File: src/hdl/nvcs_pkg.sv
// ----------------------------------------------------------------------------
// nvcs_pkg: shared types and constants
// widths, codes, controller states and the command/status bundles
// ----------------------------------------------------------------------------
package nvcs_pkg;

	localparam int MAX_LEN   = 64;
	localparam int ADDR_W    = $clog2(MAX_LEN);
	localparam int POS_W     = ADDR_W + 1;
	localparam int ELEM_W    = 16;
	localparam int IDX_W     = 19;
	localparam int SIM_W     = 16;
	localparam int SQSUM_W   = 40;
	localparam int DOT_W     = 48;
	localparam int ROOT_W    = SQSUM_W / 2;
	localparam int REM_W     = ROOT_W + 1;
	localparam int DEN_W     = 2 * ROOT_W;
	localparam int FRAC_W    = 14;
	localparam int MAG_W     = 37;
	localparam int DIVD_W    = MAG_W + FRAC_W;
	localparam int SQRT_STEPS = ROOT_W;
	localparam int DIV_STEPS  = DIVD_W;
	localparam int CNT_W     = 6;
	localparam int CFG_IDX_W = 3;
	localparam int CFG_DAT_W = 19;

	localparam logic signed [SIM_W-1:0] SIM_START = -16'sd18023;
	localparam logic [FRAC_W:0] SIM_ONE = 15'd16384;
	localparam logic [POS_W-1:0] LEN_RESET = 7'd50;

	localparam logic [1:0] ACT_TARGET = 2'd0;
	localparam logic [1:0] ACT_CAND   = 2'd1;
	localparam logic [1:0] ACT_END    = 2'd2;

	localparam logic [CFG_IDX_W-1:0] REG_LENGTH = 3'd0;
	localparam logic [CFG_IDX_W-1:0] REG_EXCL_N = 3'd1;
	localparam logic [CFG_IDX_W-1:0] REG_EXCL_0 = 3'd2;
	localparam logic [CFG_IDX_W-1:0] REG_EXCL_1 = 3'd3;
	localparam logic [CFG_IDX_W-1:0] REG_EXCL_2 = 3'd4;

	typedef enum logic [3:0] {
		ST_IDLE,
		ST_MUL,
		ST_ACC,
		ST_PREP,
		ST_SQRT,
		ST_DEN,
		ST_DIV,
		ST_UPD,
		ST_REPORT
	} state_t;

	typedef struct packed {
		logic ready;
		logic mul;
		logic acc;
		logic sqrt_init;
		logic sqrt_step;
		logic den_load;
		logic div_step;
		logic update;
		logic report;
	} cmd_t;

	typedef struct packed {
		logic       in_valid;
		logic [1:0] in_action;
		logic       cand_done;
		logic       out_free;
	} sts_t;

endpackage

File: src/hdl/nvcs_channels.sv
// ----------------------------------------------------------------------------
// nvcs channels
// valid/ready channel interfaces for items, results and register writes
// ----------------------------------------------------------------------------
interface nvcs_item_if;
	logic              valid;
	logic              ready;
	logic [1:0]        action;
	logic signed [15:0] element;
	modport source(output valid, action, element, input ready);
	modport sink(input valid, action, element, output ready);
endinterface

interface nvcs_result_if;
	logic               valid;
	logic               ready;
	logic [18:0]        best_index;
	logic signed [15:0] best_similarity;
	modport source(output valid, best_index, best_similarity, input ready);
	modport sink(input valid, best_index, best_similarity, output ready);
endinterface

interface nvcs_cfg_if;
	logic        valid;
	logic        ready;
	logic [2:0]  index;
	logic [18:0] data;
	modport source(output valid, index, data, input ready);
	modport sink(input valid, index, data, output ready);
endinterface

File: src/hdl/nvcs_ctrl.sv
// ----------------------------------------------------------------------------
// nvcs_ctrl: sequencing controller
// steps elements: multiply, accumulate; full candidates: root, divide, update
// ----------------------------------------------------------------------------
module nvcs_ctrl (
	input  logic           clk,
	input  logic           arst_n,
	input  nvcs_pkg::sts_t sts,
	output nvcs_pkg::cmd_t cmd
);

	nvcs_pkg::state_t state_q, state_nx;
	logic [nvcs_pkg::CNT_W-1:0] cnt_q;

	always_ff @(posedge clk or negedge arst_n) begin
		if (!arst_n) begin
			state_q <= nvcs_pkg::ST_IDLE;
			cnt_q   <= '0;
		end else begin
			state_q <= state_nx;
			if (state_q == state_nx && (state_q == nvcs_pkg::ST_SQRT ||
					state_q == nvcs_pkg::ST_DIV))
				cnt_q <= cnt_q + 1'b1;
			else
				cnt_q <= '0;
		end
	end

	always_comb begin
		state_nx = state_q;
		unique case (state_q)
			nvcs_pkg::ST_IDLE: begin
				if (sts.in_valid) begin
					case (sts.in_action)
						nvcs_pkg::ACT_TARGET, nvcs_pkg::ACT_CAND: state_nx = nvcs_pkg::ST_MUL;
						nvcs_pkg::ACT_END: state_nx = nvcs_pkg::ST_REPORT;
						default: state_nx = nvcs_pkg::ST_IDLE;
					endcase
				end
			end
			nvcs_pkg::ST_MUL: state_nx = nvcs_pkg::ST_ACC;
			nvcs_pkg::ST_ACC: state_nx = sts.cand_done ? nvcs_pkg::ST_PREP : nvcs_pkg::ST_IDLE;
			nvcs_pkg::ST_PREP: state_nx = nvcs_pkg::ST_SQRT;
			nvcs_pkg::ST_SQRT: begin
				if (cnt_q == nvcs_pkg::CNT_W'(nvcs_pkg::SQRT_STEPS - 1))
					state_nx = nvcs_pkg::ST_DEN;
			end
			nvcs_pkg::ST_DEN: state_nx = nvcs_pkg::ST_DIV;
			nvcs_pkg::ST_DIV: begin
				if (cnt_q == nvcs_pkg::CNT_W'(nvcs_pkg::DIV_STEPS - 1))
					state_nx = nvcs_pkg::ST_UPD;
			end
			nvcs_pkg::ST_UPD: state_nx = nvcs_pkg::ST_IDLE;
			nvcs_pkg::ST_REPORT: begin
				if (sts.out_free)
					state_nx = nvcs_pkg::ST_IDLE;
			end
			default: state_nx = nvcs_pkg::ST_IDLE;
		endcase
	end

	always_comb begin
		cmd = '0;
		unique case (state_q)
			nvcs_pkg::ST_IDLE:   cmd.ready = 1'b1;
			nvcs_pkg::ST_MUL:    cmd.mul = 1'b1;
			nvcs_pkg::ST_ACC:    cmd.acc = 1'b1;
			nvcs_pkg::ST_PREP:   cmd.sqrt_init = 1'b1;
			nvcs_pkg::ST_SQRT:   cmd.sqrt_step = 1'b1;
			nvcs_pkg::ST_DEN:    cmd.den_load = 1'b1;
			nvcs_pkg::ST_DIV:    cmd.div_step = 1'b1;
			nvcs_pkg::ST_UPD:    cmd.update = 1'b1;
			nvcs_pkg::ST_REPORT: cmd.report = sts.out_free;
			default: cmd = '0;
		endcase
	end

endmodule

File: src/hdl/nvcs_datapath.sv
// ----------------------------------------------------------------------------
// nvcs_datapath: target store, accumulators, root and divide units
// holds registers, best-so-far tracking and the result register
// ----------------------------------------------------------------------------
module nvcs_datapath (
	input  logic              clk,
	input  logic              arst_n,
	input  nvcs_pkg::cmd_t    cmd,
	output nvcs_pkg::sts_t    sts,
	nvcs_item_if.sink         items,
	nvcs_result_if.source     results,
	nvcs_cfg_if.sink          cfg
);

	// configuration
	logic [nvcs_pkg::POS_W-1:0] vlen_q;
	logic [1:0]                 excl_n_q;
	logic [nvcs_pkg::IDX_W-1:0] excl0_q, excl1_q, excl2_q;

	// item and store
	logic [1:0]                        act_q;
	logic signed [nvcs_pkg::ELEM_W-1:0] elem_q, rd_q;
	logic signed [nvcs_pkg::ELEM_W-1:0] store_q [nvcs_pkg::MAX_LEN];
	logic signed [2*nvcs_pkg::ELEM_W-1:0] sq_s1, pr_s1;

	// scan state
	logic [nvcs_pkg::POS_W-1:0]   tpos_q, cpos_q;
	logic [nvcs_pkg::SQSUM_W-1:0] tsum_q, csum_q;
	logic signed [nvcs_pkg::DOT_W-1:0] dot_q;
	logic [nvcs_pkg::IDX_W-1:0]   ccnt_q, bidx_q;
	logic signed [nvcs_pkg::SIM_W-1:0] bsim_q;

	// root and divide
	logic [nvcs_pkg::SQSUM_W-1:0] rad_t_q, rad_c_q;
	logic [nvcs_pkg::REM_W-1:0]   rem_t_q, rem_c_q;
	logic [nvcs_pkg::ROOT_W-1:0]  root_t_q, root_c_q;
	logic [nvcs_pkg::DEN_W-1:0]   den_q, drem_q;
	logic [nvcs_pkg::DIVD_W-1:0]  divd_q, quo_q;
	logic                         neg_q, zero_q;

	// result register
	logic                              out_valid_q;
	logic [nvcs_pkg::IDX_W-1:0]        out_idx_q;
	logic signed [nvcs_pkg::SIM_W-1:0] out_sim_q;

	logic [nvcs_pkg::POS_W-1:0] len_eff, tpos_base, cpos_nx;
	logic                       tpos_wrap, take;
	logic [nvcs_pkg::DOT_W-1:0] dot_mag;
	logic [nvcs_pkg::DEN_W:0]   dtrial;
	logic [nvcs_pkg::FRAC_W:0]  mag_sat;
	logic signed [nvcs_pkg::SIM_W:0] sim;
	logic                       excluded;
	logic [nvcs_pkg::REM_W+1:0] rt_trial, rc_trial, rt_shift, rc_shift;

	assign take = cmd.ready && items.valid;
	assign items.ready = cmd.ready;
	assign cfg.ready = 1'b1;

	assign len_eff = (vlen_q == '0) ? nvcs_pkg::POS_W'(1) :
		(vlen_q > nvcs_pkg::POS_W'(nvcs_pkg::MAX_LEN)) ? nvcs_pkg::POS_W'(nvcs_pkg::MAX_LEN) : vlen_q;
	assign tpos_wrap = tpos_q >= len_eff;
	assign tpos_base = tpos_wrap ? '0 : tpos_q;
	assign cpos_nx   = cpos_q + 1'b1;

	assign sts.in_valid  = items.valid;
	assign sts.in_action = items.action;
	assign sts.cand_done = (act_q == nvcs_pkg::ACT_CAND) && (cpos_nx >= len_eff);
	assign sts.out_free  = !out_valid_q || results.ready;

	always_ff @(posedge clk or negedge arst_n) begin
		if (!arst_n) begin
			vlen_q   <= nvcs_pkg::LEN_RESET;
			excl_n_q <= '0;
			excl0_q  <= '0;
			excl1_q  <= '0;
			excl2_q  <= '0;
		end else if (cfg.valid) begin
			unique case (cfg.index)
				nvcs_pkg::REG_LENGTH: vlen_q   <= cfg.data[nvcs_pkg::POS_W-1:0];
				nvcs_pkg::REG_EXCL_N: excl_n_q <= cfg.data[1:0];
				nvcs_pkg::REG_EXCL_0: excl0_q  <= cfg.data;
				nvcs_pkg::REG_EXCL_1: excl1_q  <= cfg.data;
				nvcs_pkg::REG_EXCL_2: excl2_q  <= cfg.data;
				default: ;
			endcase
		end
	end

	// target memory: one write port, one registered read port
	always_ff @(posedge clk) begin
		if (cmd.mul && act_q == nvcs_pkg::ACT_TARGET)
			store_q[tpos_base[nvcs_pkg::ADDR_W-1:0]] <= elem_q;
		if (take)
			rd_q <= store_q[cpos_q[nvcs_pkg::ADDR_W-1:0]];
	end

	always_ff @(posedge clk) begin
		if (take) begin
			act_q  <= items.action;
			elem_q <= items.element;
		end
		if (cmd.mul) begin
			sq_s1 <= elem_q * elem_q;
			pr_s1 <= elem_q * rd_q;
		end
	end

	// one restoring root step on both radicands
	assign rt_shift = {rem_t_q, rad_t_q[nvcs_pkg::SQSUM_W-1 -: 2]};
	assign rc_shift = {rem_c_q, rad_c_q[nvcs_pkg::SQSUM_W-1 -: 2]};
	assign rt_trial = {1'b0, root_t_q, 2'b01};
	assign rc_trial = {1'b0, root_c_q, 2'b01};

	assign dot_mag = dot_q[nvcs_pkg::DOT_W-1] ? nvcs_pkg::DOT_W'(-dot_q) : dot_q;
	assign dtrial  = {drem_q, divd_q[nvcs_pkg::DIVD_W-1]};

	always_ff @(posedge clk) begin
		if (cmd.sqrt_init) begin
			rad_t_q  <= tsum_q;
			rad_c_q  <= csum_q;
			rem_t_q  <= '0;
			rem_c_q  <= '0;
			root_t_q <= '0;
			root_c_q <= '0;
		end else if (cmd.sqrt_step) begin
			rad_t_q <= rad_t_q << 2;
			rad_c_q <= rad_c_q << 2;
			if (rt_shift >= rt_trial) begin
				rem_t_q  <= nvcs_pkg::REM_W'(rt_shift - rt_trial);
				root_t_q <= {root_t_q[nvcs_pkg::ROOT_W-2:0], 1'b1};
			end else begin
				rem_t_q  <= rt_shift[nvcs_pkg::REM_W-1:0];
				root_t_q <= {root_t_q[nvcs_pkg::ROOT_W-2:0], 1'b0};
			end
			if (rc_shift >= rc_trial) begin
				rem_c_q  <= nvcs_pkg::REM_W'(rc_shift - rc_trial);
				root_c_q <= {root_c_q[nvcs_pkg::ROOT_W-2:0], 1'b1};
			end else begin
				rem_c_q  <= rc_shift[nvcs_pkg::REM_W-1:0];
				root_c_q <= {root_c_q[nvcs_pkg::ROOT_W-2:0], 1'b0};
			end
		end
		if (cmd.den_load) begin
			den_q  <= root_t_q * root_c_q;
			zero_q <= (root_t_q == '0) || (root_c_q == '0);
			neg_q  <= dot_q[nvcs_pkg::DOT_W-1];
			divd_q <= {dot_mag[nvcs_pkg::MAG_W-1:0], nvcs_pkg::FRAC_W'(0)};
			drem_q <= '0;
			quo_q  <= '0;
		end else if (cmd.div_step) begin
			divd_q <= divd_q << 1;
			if (dtrial >= {1'b0, den_q}) begin
				drem_q <= nvcs_pkg::DEN_W'(dtrial - {1'b0, den_q});
				quo_q  <= {quo_q[nvcs_pkg::DIVD_W-2:0], 1'b1};
			end else begin
				drem_q <= dtrial[nvcs_pkg::DEN_W-1:0];
				quo_q  <= {quo_q[nvcs_pkg::DIVD_W-2:0], 1'b0};
			end
		end
	end

	assign mag_sat = (quo_q > nvcs_pkg::DIVD_W'(nvcs_pkg::SIM_ONE)) ? nvcs_pkg::SIM_ONE :
		quo_q[nvcs_pkg::FRAC_W:0];
	assign sim = neg_q ? -$signed({2'b00, mag_sat}) : $signed({2'b00, mag_sat});
	assign excluded = (excl_n_q >= 2'd1 && ccnt_q == excl0_q) ||
		(excl_n_q >= 2'd2 && ccnt_q == excl1_q) ||
		(excl_n_q == 2'd3 && ccnt_q == excl2_q);

	always_ff @(posedge clk or negedge arst_n) begin
		if (!arst_n) begin
			tpos_q <= '0;
			tsum_q <= '0;
			cpos_q <= '0;
			csum_q <= '0;
			dot_q  <= '0;
			ccnt_q <= '0;
			bidx_q <= '0;
			bsim_q <= nvcs_pkg::SIM_START;
		end else begin
			if (cmd.acc && act_q == nvcs_pkg::ACT_TARGET) begin
				tpos_q <= tpos_base + 1'b1;
				tsum_q <= (tpos_wrap ? '0 : tsum_q) + nvcs_pkg::SQSUM_W'(unsigned'(sq_s1));
			end
			if (cmd.acc && act_q == nvcs_pkg::ACT_CAND) begin
				cpos_q <= cpos_nx;
				csum_q <= csum_q + nvcs_pkg::SQSUM_W'(unsigned'(sq_s1));
				dot_q  <= dot_q + nvcs_pkg::DOT_W'(pr_s1);
			end
			if (cmd.update) begin
				if (!zero_q && sim > $signed({bsim_q[nvcs_pkg::SIM_W-1], bsim_q}) && !excluded) begin
					bsim_q <= sim[nvcs_pkg::SIM_W-1:0];
					bidx_q <= ccnt_q;
				end
				ccnt_q <= ccnt_q + 1'b1;
			end
			if (cmd.update || cmd.report) begin
				cpos_q <= '0;
				csum_q <= '0;
				dot_q  <= '0;
			end
			if (cmd.report) begin
				ccnt_q <= '0;
				bidx_q <= '0;
				bsim_q <= nvcs_pkg::SIM_START;
			end
		end
	end

	always_ff @(posedge clk or negedge arst_n) begin
		if (!arst_n)
			out_valid_q <= 1'b0;
		else if (cmd.report)
			out_valid_q <= 1'b1;
		else if (results.ready)
			out_valid_q <= 1'b0;
	end

	always_ff @(posedge clk) begin
		if (cmd.report) begin
			out_idx_q <= bidx_q;
			out_sim_q <= bsim_q;
		end
	end

	assign results.valid           = out_valid_q;
	assign results.best_index      = out_idx_q;
	assign results.best_similarity = out_sim_q;

endmodule

File: src/hdl/nearest_vector_cosine_search_core.sv
// ----------------------------------------------------------------------------
// nearest_vector_cosine_search_core: cosine nearest-vector search
// finds the stored-order candidate most similar to a loaded target vector
// ----------------------------------------------------------------------------
// usage
//  items: action 0 loads the next target element, action 1 streams the next
//   candidate element (paired with the target element at the same position),
//   action 2 ends the scan and produces one transfer on results
//  results: best_index and best_similarity (q1.14), cleared scan afterwards
//  cfg: register writes, always ready; write only while the block is idle
// timing
//  one item at a time; target and mid-vector candidate items are only
//  multiplied and accumulated; a candidate's last element then goes through
//  bit-pair square root (20 steps), restoring divider (51 steps) and update
//  an end item goes via the report state to the result register once it is free
// reset
//  arst_n clears the scan, best so far and result valid, resets length to 50
//  and exclusions to zero; target memory stays undefined until loaded
// stalls
//  a waiting result holds in its register; further items are accepted, only a
//  second end item waits until the first result transfer
// ----------------------------------------------------------------------------
module nearest_vector_cosine_search_core (
	input  logic          clk,
	input  logic          arst_n,
	nvcs_item_if.sink     items,
	nvcs_result_if.source results,
	nvcs_cfg_if.sink      cfg
);

	// command and status between controller and datapath
	nvcs_pkg::cmd_t cmd;
	nvcs_pkg::sts_t sts;

	nvcs_ctrl u_ctrl (
		.clk    (clk),
		.arst_n (arst_n),
		.sts    (sts),
		.cmd    (cmd)
	);

	nvcs_datapath u_dp (
		.clk     (clk),
		.arst_n  (arst_n),
		.cmd     (cmd),
		.sts     (sts),
		.items   (items),
		.results (results),
		.cfg     (cfg)
	);

endmodule

File: src/flat_wrapper.sv
// flat-port wrapper written by rule: the top's interface ports become plain ports
module nearest_vector_cosine_search_core_flat 
  (clk, arst_n, items_valid, items_action, items_element, items_ready, results_valid, results_best_index, results_best_similarity, results_ready, cfg_valid, cfg_index, cfg_data, cfg_ready);
  nvcs_item_if items_i ();
  nvcs_result_if results_i ();
  nvcs_cfg_if cfg_i ();
  input  logic clk;
  input  logic arst_n;
  input wire logic [$bits(items_i.valid)-1:0] items_valid;
  input wire logic [$bits(items_i.action)-1:0] items_action;
  input wire logic [$bits(items_i.element)-1:0] items_element;
  output wire logic [$bits(items_i.ready)-1:0] items_ready;
  output wire logic [$bits(results_i.valid)-1:0] results_valid;
  output wire logic [$bits(results_i.best_index)-1:0] results_best_index;
  output wire logic [$bits(results_i.best_similarity)-1:0] results_best_similarity;
  input wire logic [$bits(results_i.ready)-1:0] results_ready;
  input wire logic [$bits(cfg_i.valid)-1:0] cfg_valid;
  input wire logic [$bits(cfg_i.index)-1:0] cfg_index;
  input wire logic [$bits(cfg_i.data)-1:0] cfg_data;
  output wire logic [$bits(cfg_i.ready)-1:0] cfg_ready;
  assign items_i.valid = items_valid;
  assign items_i.action = items_action;
  assign items_i.element = items_element;
  assign items_ready = items_i.ready;
  assign results_valid = results_i.valid;
  assign results_best_index = results_i.best_index;
  assign results_best_similarity = results_i.best_similarity;
  assign results_i.ready = results_ready;
  assign cfg_i.valid = cfg_valid;
  assign cfg_i.index = cfg_index;
  assign cfg_i.data = cfg_data;
  assign cfg_ready = cfg_i.ready;
  nearest_vector_cosine_search_core u_core (.clk(clk), .arst_n(arst_n), .items(items_i), .results(results_i), .cfg(cfg_i));
endmodule
File: config.mk
export PLATFORM = sky130hd
export DESIGN_NAME = nearest_vector_cosine_search_core_flat
export DESIGN_NICKNAME = d
export VERILOG_FILES = /design/src/hdl/nvcs_pkg.sv /design/src/hdl/nvcs_channels.sv /design/src/hdl/nvcs_ctrl.sv /design/src/hdl/nvcs_datapath.sv /design/src/hdl/nearest_vector_cosine_search_core.sv /design/src/flat_wrapper.sv
export SDC_FILE = /design/constraint.sdc
export NUM_CORES = 2
export LEC_CHECK = 0
export ABC_AREA = 1
export BUFFER_PORTS_ARGS = -buffer_cell sky130_fd_sc_hd__buf_2
export CORE_MARGIN = 4
export CORE_UTILIZATION = 63
export DETAILED_ROUTE_END_ITERATION = 8
export HOLD_SLACK_MARGIN = 0.02
export PLACE_DENSITY = 0.82
export SETUP_SLACK_MARGIN = 0.02
export SKIP_LAST_GASP = 1
export SYNTH_ARGS = -nofsm -noshare
export SYNTH_HDL_FRONTEND = slang
export SYNTH_HIERARCHICAL = 1
export SYNTH_SLANG_ARGS = --single-unit
File: constraint.sdc
create_clock -name clk -period 15.7 [get_ports clk]
set_clock_uncertainty 0.1 [all_clocks]
set_input_delay 0.785 -clock clk [delete_from_list [all_inputs] [get_ports clk]]
set_output_delay 0.785 -clock clk [all_outputs]
set_load 0.005 [all_outputs]
### Word level (Yosys, flattened, before mapping)

Memories as Yosys holds them, arrays and structs flattened. A register that Yosys moved wholly into a read port is not among the register bits.
Cells that the tools add are included.

* flip-flop bits (word level): 722
* bits in writable memories: 1024
* input bits: 45
* output and inout bits: 38
* word-level logic and storage cells: 176
* memories kept: 1

* add/subtract/negate cells: 12
* multipliers: 3
* $lt $le $gt $ge: 10
* eq/ne operators: 22
* multiplexer cells: 54
* reduce and logical (&&, ||, !) cells: 40

Memory list
* u_core.u_dp.store_q: words 64, width 16, rd ports 1, clocked after memory_dff 1, wr ports 1, line nvcs_datapath.sv:23 `logic signed [nvcs_pkg::ELEM_W-1:0] store_q [nvcs_pkg::MAX_LEN];`

Operators by type and width (count)
* 40-bit 2-to-1 mux: 8
* 51-bit 2-to-1 mux: 2
* 48-bit 2-to-1 mux: 2
* 19-bit 2-to-1 mux: 5
* 40-bit by 32-bit adder with 40-bit output: 2
* 16-bit by 16-bit multiplier with 32-bit output: 2
* 19-bit equality test: 3
* 51-bit by 15-bit > comparator with 1-bit output, second input constant: 1
* 48-bit by 32-bit adder with 48-bit output: 1
* 16-bit 2-to-1 mux: 3
* 23-bit by 22-bit >= comparator with 1-bit output: 2
* 21-bit 2-to-1 mux: 2
* 21-bit subtractor: 2
* 41-bit by 40-bit >= comparator with 1-bit output: 1
* 20-bit zero test: 2
* 20-bit by 20-bit multiplier with 40-bit output: 1
* 40-bit subtractor: 1
* 37-bit 2-to-1 mux: 1
* 37-bit negator: 1
* 7-bit 2-to-1 mux: 5
* 4-bit case mux with 8 select lines: 1
* 19-bit by 1-bit adder with 19-bit output, second input constant: 1
* 17-bit by 16-bit > comparator with 1-bit output: 1
* 17-bit 2-to-1 mux: 1
* 35 further kinds: 90

### Depth between registers and ports, before layout

* depth after elaboration: 10
* gate-level depth with buffers: 31
* depth with buffers taken out: 30

### Cells and area by module

The synthesis kept the hierarchy.

By module, submodules not included
* nvcs_datapath: times used 1, cells an instance 12601, area an instance 115393.2 sq um, seq. area each 49547.5 sq um
* nvcs_ctrl: times used 1, cells an instance 76, area an instance 636.9 sq um, seq. area each 250.2 sq um

### Worst setup path after synthesis

No wires, ideal clock.

* path type: register -> register
* from: register u_core/u_dp/elem_q[15] in the netlist's numbering
* to: register u_core/u_dp/pr_s1[29] in the netlist's numbering (data pin)
* setup time: 260 ps
* arrival time: 6513 ps
* required time: 15340 ps
* slack: 8828 ps
* stages on the path, launching flop included: 25
* path buffers: 2
* clock period less this slack: 6872 ps
* path through: edfxtp_1 clkbuf_1 clkbuf_1 nand2_1 inv_1 fa_1 fa_1 inv_1 fa_1 fa_1 fa_1 fa_1 inv_1 ha_1 nand2_1 nor2_1 inv_1 nor3_1 nand2_1 o211ai_1 nand2_1 nand2_1 nand2_1 nand2_1 xor2_1

* word-level cells in the longest chain between the ends: 1

RTL lines
* start: declaration: line nvcs_datapath.sv:22 `logic signed [nvcs_pkg::ELEM_W-1:0] elem_q, rd_q;`
* start signal: assignment: line nvcs_datapath.sv:100 `elem_q <= items.element;`
* 16-bit by 16-bit multiplier with 32-bit output: line nvcs_datapath.sv:104 `pr_s1 <= elem_q * rd_q;`
* end signal: assignment: line nvcs_datapath.sv:104
* end: declaration: line nvcs_datapath.sv:24 `logic signed [2*nvcs_pkg::ELEM_W-1:0] sq_s1, pr_s1;`

No other way between the ends.
A chain may end at the register's enable or synchronous reset.

### Worst setup path after layout

* from: register u_core/u_dp/elem_q[15] in the netlist's numbering
* to: register u_core/u_dp/sq_s1[29] in the netlist's numbering (data pin)

* word-level cells in the longest chain between the ends: 1

RTL lines
* 16-bit by 16-bit multiplier with 32-bit output: line nvcs_datapath.sv:103 `sq_s1 <= elem_q * elem_q;`
* end signal: assignment: line nvcs_datapath.sv:103
* end: declaration: line nvcs_datapath.sv:24

No other way between the ends.

==> run summary <==
commonest cells in the netlist - nand2_1, inv_1, nor2_1
R2R Setup Slk - 8240 ps
full die area - 191,000 um^2
pin count of the biggest net entering global routing - 215
GRT Total Usage - 0.332
cell taking the most area after synthesis - edfxtp_1
Final Hold Fails - 0
Worst EP required - 16,210 ps
Final setup viols - 0
core area - 183,000 um^2
worst-path fanout max - 65
Synth Area in XOR/XNOR - 0.0190
H-tree Lvls - 4
post-synthesis compound-gate area fraction - 0.116
Critical path buffers and inverters - 5
first-pass GRT wire length - 501,000 um
CTS buffer count - 179
row cnt - 157
drc violations - 0
clk sinks - 1,761
RSZ-0062 raised after global routing - no
post-place setup slack - 8390 ps
drt pass-1 iters - 7
gpl congestion - 0.971
sum of negative setup slack - 0 ps
DR vias/cell - 6.02
Yosys top cell area share - 0.340
area of the multi-input gates - 56,200 um^2
status - finished, final reports clean
share of layout cells above drive strength 1 - 0.0543
average cell area after synthesis - 9.15 um^2
crit-path most repeated cell - nand2_1
DP HPWL - 219,000 um
I/O pin count - 83
antenna violations before repair - 7
Synth Area in Simple Gates - 0.148
vias in the first global route - 91,500
Register Area - 49,800 um^2
syn_nets - 14,100
HP Class - in -> reg
CP top delay family - adder cells
max-slew violation total from the final report - 0
Worst Setup End Kind - register
fin crit share - 0.475
largest cells by area after synthesis - edfxtp_1, fa_1, nand2_1
critical path's slowest cell - edfxtp_1
CP Data Arrival Time - 7960 ps
clk root buf - clkbuf_16
Adder-Cell Fraction of Synth Area - 0.201
CTS clk-pin slew, worst paths - 70 ps
Die Height - 437 um
TritonCTS clock tree - built
Clock Latency Late Sink - 900 ps
Initial Util - 0.634
Via Count - 91,500
Post-Route WL - 320,000 um
Final WS setup - 8240 ps
Post-synth EDFFs - 1,315
worst-margin pin slew - 1270 ps
# fillers - 13,600
CP Class - reg -> reg
DR iter-0 viols - 11,200
register area share after synthesis - 0.429
most common cell in the synthesized netlist - nand2_1
largest family of logic cells by synthesized area - adder cells
dominant synthesized flop cell - edfxtp_1
Layout area overhead - 7.60%
max_cap viols - 0
placed cell areas - 119,000 um^2
Slew HR - 0.154
Die X - 437 um
Peak Freq - 134 MHz
post-synthesis cell area - 116,000 um^2
routed len/inst - 21.1 um
biggest cell delay along the critical path - 820 ps
fin nets - 14,000
CP startpoint kind - register
minimum clock period - 7460 ps
Setup Fix Bufs, Post-CTS - 0
post-synthesis mux area share - 0
I/O Buffers - 81
Netlist cell types - 79
Async SR Flop Fraction - 0.155
Synth Register Bits - 1,761
total grt overflow - 0
Post-CTS Resized - 0
CP Cell Sequence - buf_4 -> nand2_1 -> inv_1 -> fa_1 -> fa_1 -> inv_1 -> fa_1 -> fa_1 -> fa_1 -> fa_1 -> inv_1 -> ha_1 -> nand2_1 -> nor2_1 -> inv_1 -> nor3_1 -> nand2_1 -> o211ai_1 -> nand2_1 -> nand2_1 -> nand2_1 -> nand2_1 -> xor2_1
Syn Inst Count - 12,700
synth warn - 6
cell area after layout - 125,000 um^2
post-route ant nets - 0
Max Root-Sink Buffers - 3
[registers in the layout, indices dropped and copies added (netlist names), 19 cells and up]
signal and flops:
u_core/u_dp/dot_q 48, u_core/u_dp/drem_q 40, u_core/u_dp/results.best_index 19, u_core/u_dp/store_q 1024, u_core/u_dp/sq_s1 31, u_core/u_dp/root_c_q 20, u_core/u_dp/divd_q 37, u_core/u_dp/csum_q 40
u_core/u_dp/rem_c_q 21, u_core/u_dp/rad_t_q 40, u_core/u_dp/ccnt_q 19, u_core/u_dp/quo_q 51, u_core/u_dp/rad_c_q 40, u_core/u_dp/excl0_q 19, u_core/u_dp/rem_t_q 21, u_core/u_dp/excl2_q 19
u_core/u_dp/pr_s1 32, u_core/u_dp/root_t_q 20, u_core/u_dp/bidx_q 19, u_core/u_dp/tsum_q 40, u_core/u_dp/excl1_q 19, u_core/u_dp/den_q 40
[final cells by class]
class | count | share of cell area
multi-input cells | 8278 | 0.450
inverters | 2116 | 0.0639
flip-flops and latches | 1761 | 0.399
clock buffers | 228 | 0.0386
diodes | 2 | 0.0000401
well taps | 2464 | 0.0247
clock inverters | 110 | 0.0103
repair buffers | 244 | 0.0136
[path summary, 6_finish.rpt]
kind / depth (start not counted) / startpoint / to
setup reg to reg: 23 / u_core/u_dp/elem_q[15]$_DFFE_PP_ / u_core/u_dp/sq_s1[29]$_DFFE_PP_
max in group asynchronous: 5 / arst_n / u_core/u_dp/tsum_q[21]$_DFFE_PN0P_
setup / recovery: 23 / u_core/u_dp/elem_q[15]$_DFFE_PP_ / u_core/u_dp/sq_s1[29]$_DFFE_PP_
hold / removal: 1 / items_element[2] / u_core/u_dp/elem_q[2]$_DFFE_PP_
min in group asynchronous: 2 / arst_n / u_core/u_dp/ccnt_q[0]$_DFFE_PN0N_
hold reg to reg: 0 / u_core/u_dp/bidx_q[16]$_DFFE_PN0P_ / u_core/u_dp/results.best_index[16]$_DFFE_PP_
[what timing repair did]
| item | CTS | global route |
|---|---|---|
| hold buffers | 16 | 0 |
| endpoints found under the hold margin | 120 | 0 |
| endpoints found under the setup margin | 0 | 0 |
[per-layer routing]
metal | GRT usage | vias up | part of all wire
met2 | 0.520 | 5620 | 0.45
met5 | 0 | - | 0.000069
li1 | - | 41100 | -
met1 | 0.449 | 43700 | 0.38
met3 | 0.0841 | 1009 | 0.13
met4 | 0.134 | 4 | 0.043
[cell families (layout without fill, tap and decap cells)]
family,Yosys count,after routing
AOI/OAI and AO/OA,2376,2376
and+or+nand+nor,4282,4282
other,1,3
xor gates and xnor gates,252,252
DFF,1761,1761
buffers and inverters,2638,2698
adders and majority gates,1367,1367
[stage by stage]
step,utilization,hold slack (ps),std cells
2_1_floorplan,-,325,12700
3_3_place_gp,0.648,333,14800
3_5_place_dp,0.648,332,14800
4_1_cts,0.682,36.6,15200
5_1_grt,0.682,33.6,15200
6_report,0.682,59.5,15200
[layout by cell type (no fill, tap or decap), types with 256 or more instances in the layout]
cell	n
nand2_1	2385
inv_1	2065
nor2_1	1332
edfxtp_1	1315
o21ai_0	1117
fa_1	823
ha_1	544
a21oi_1	422
o22ai_1	394
nand3_1	286
dfrtp_1	256
Power is not shown: default switching activity piles up to over one toggle a cycle in this logic, so the estimate is an artifact.
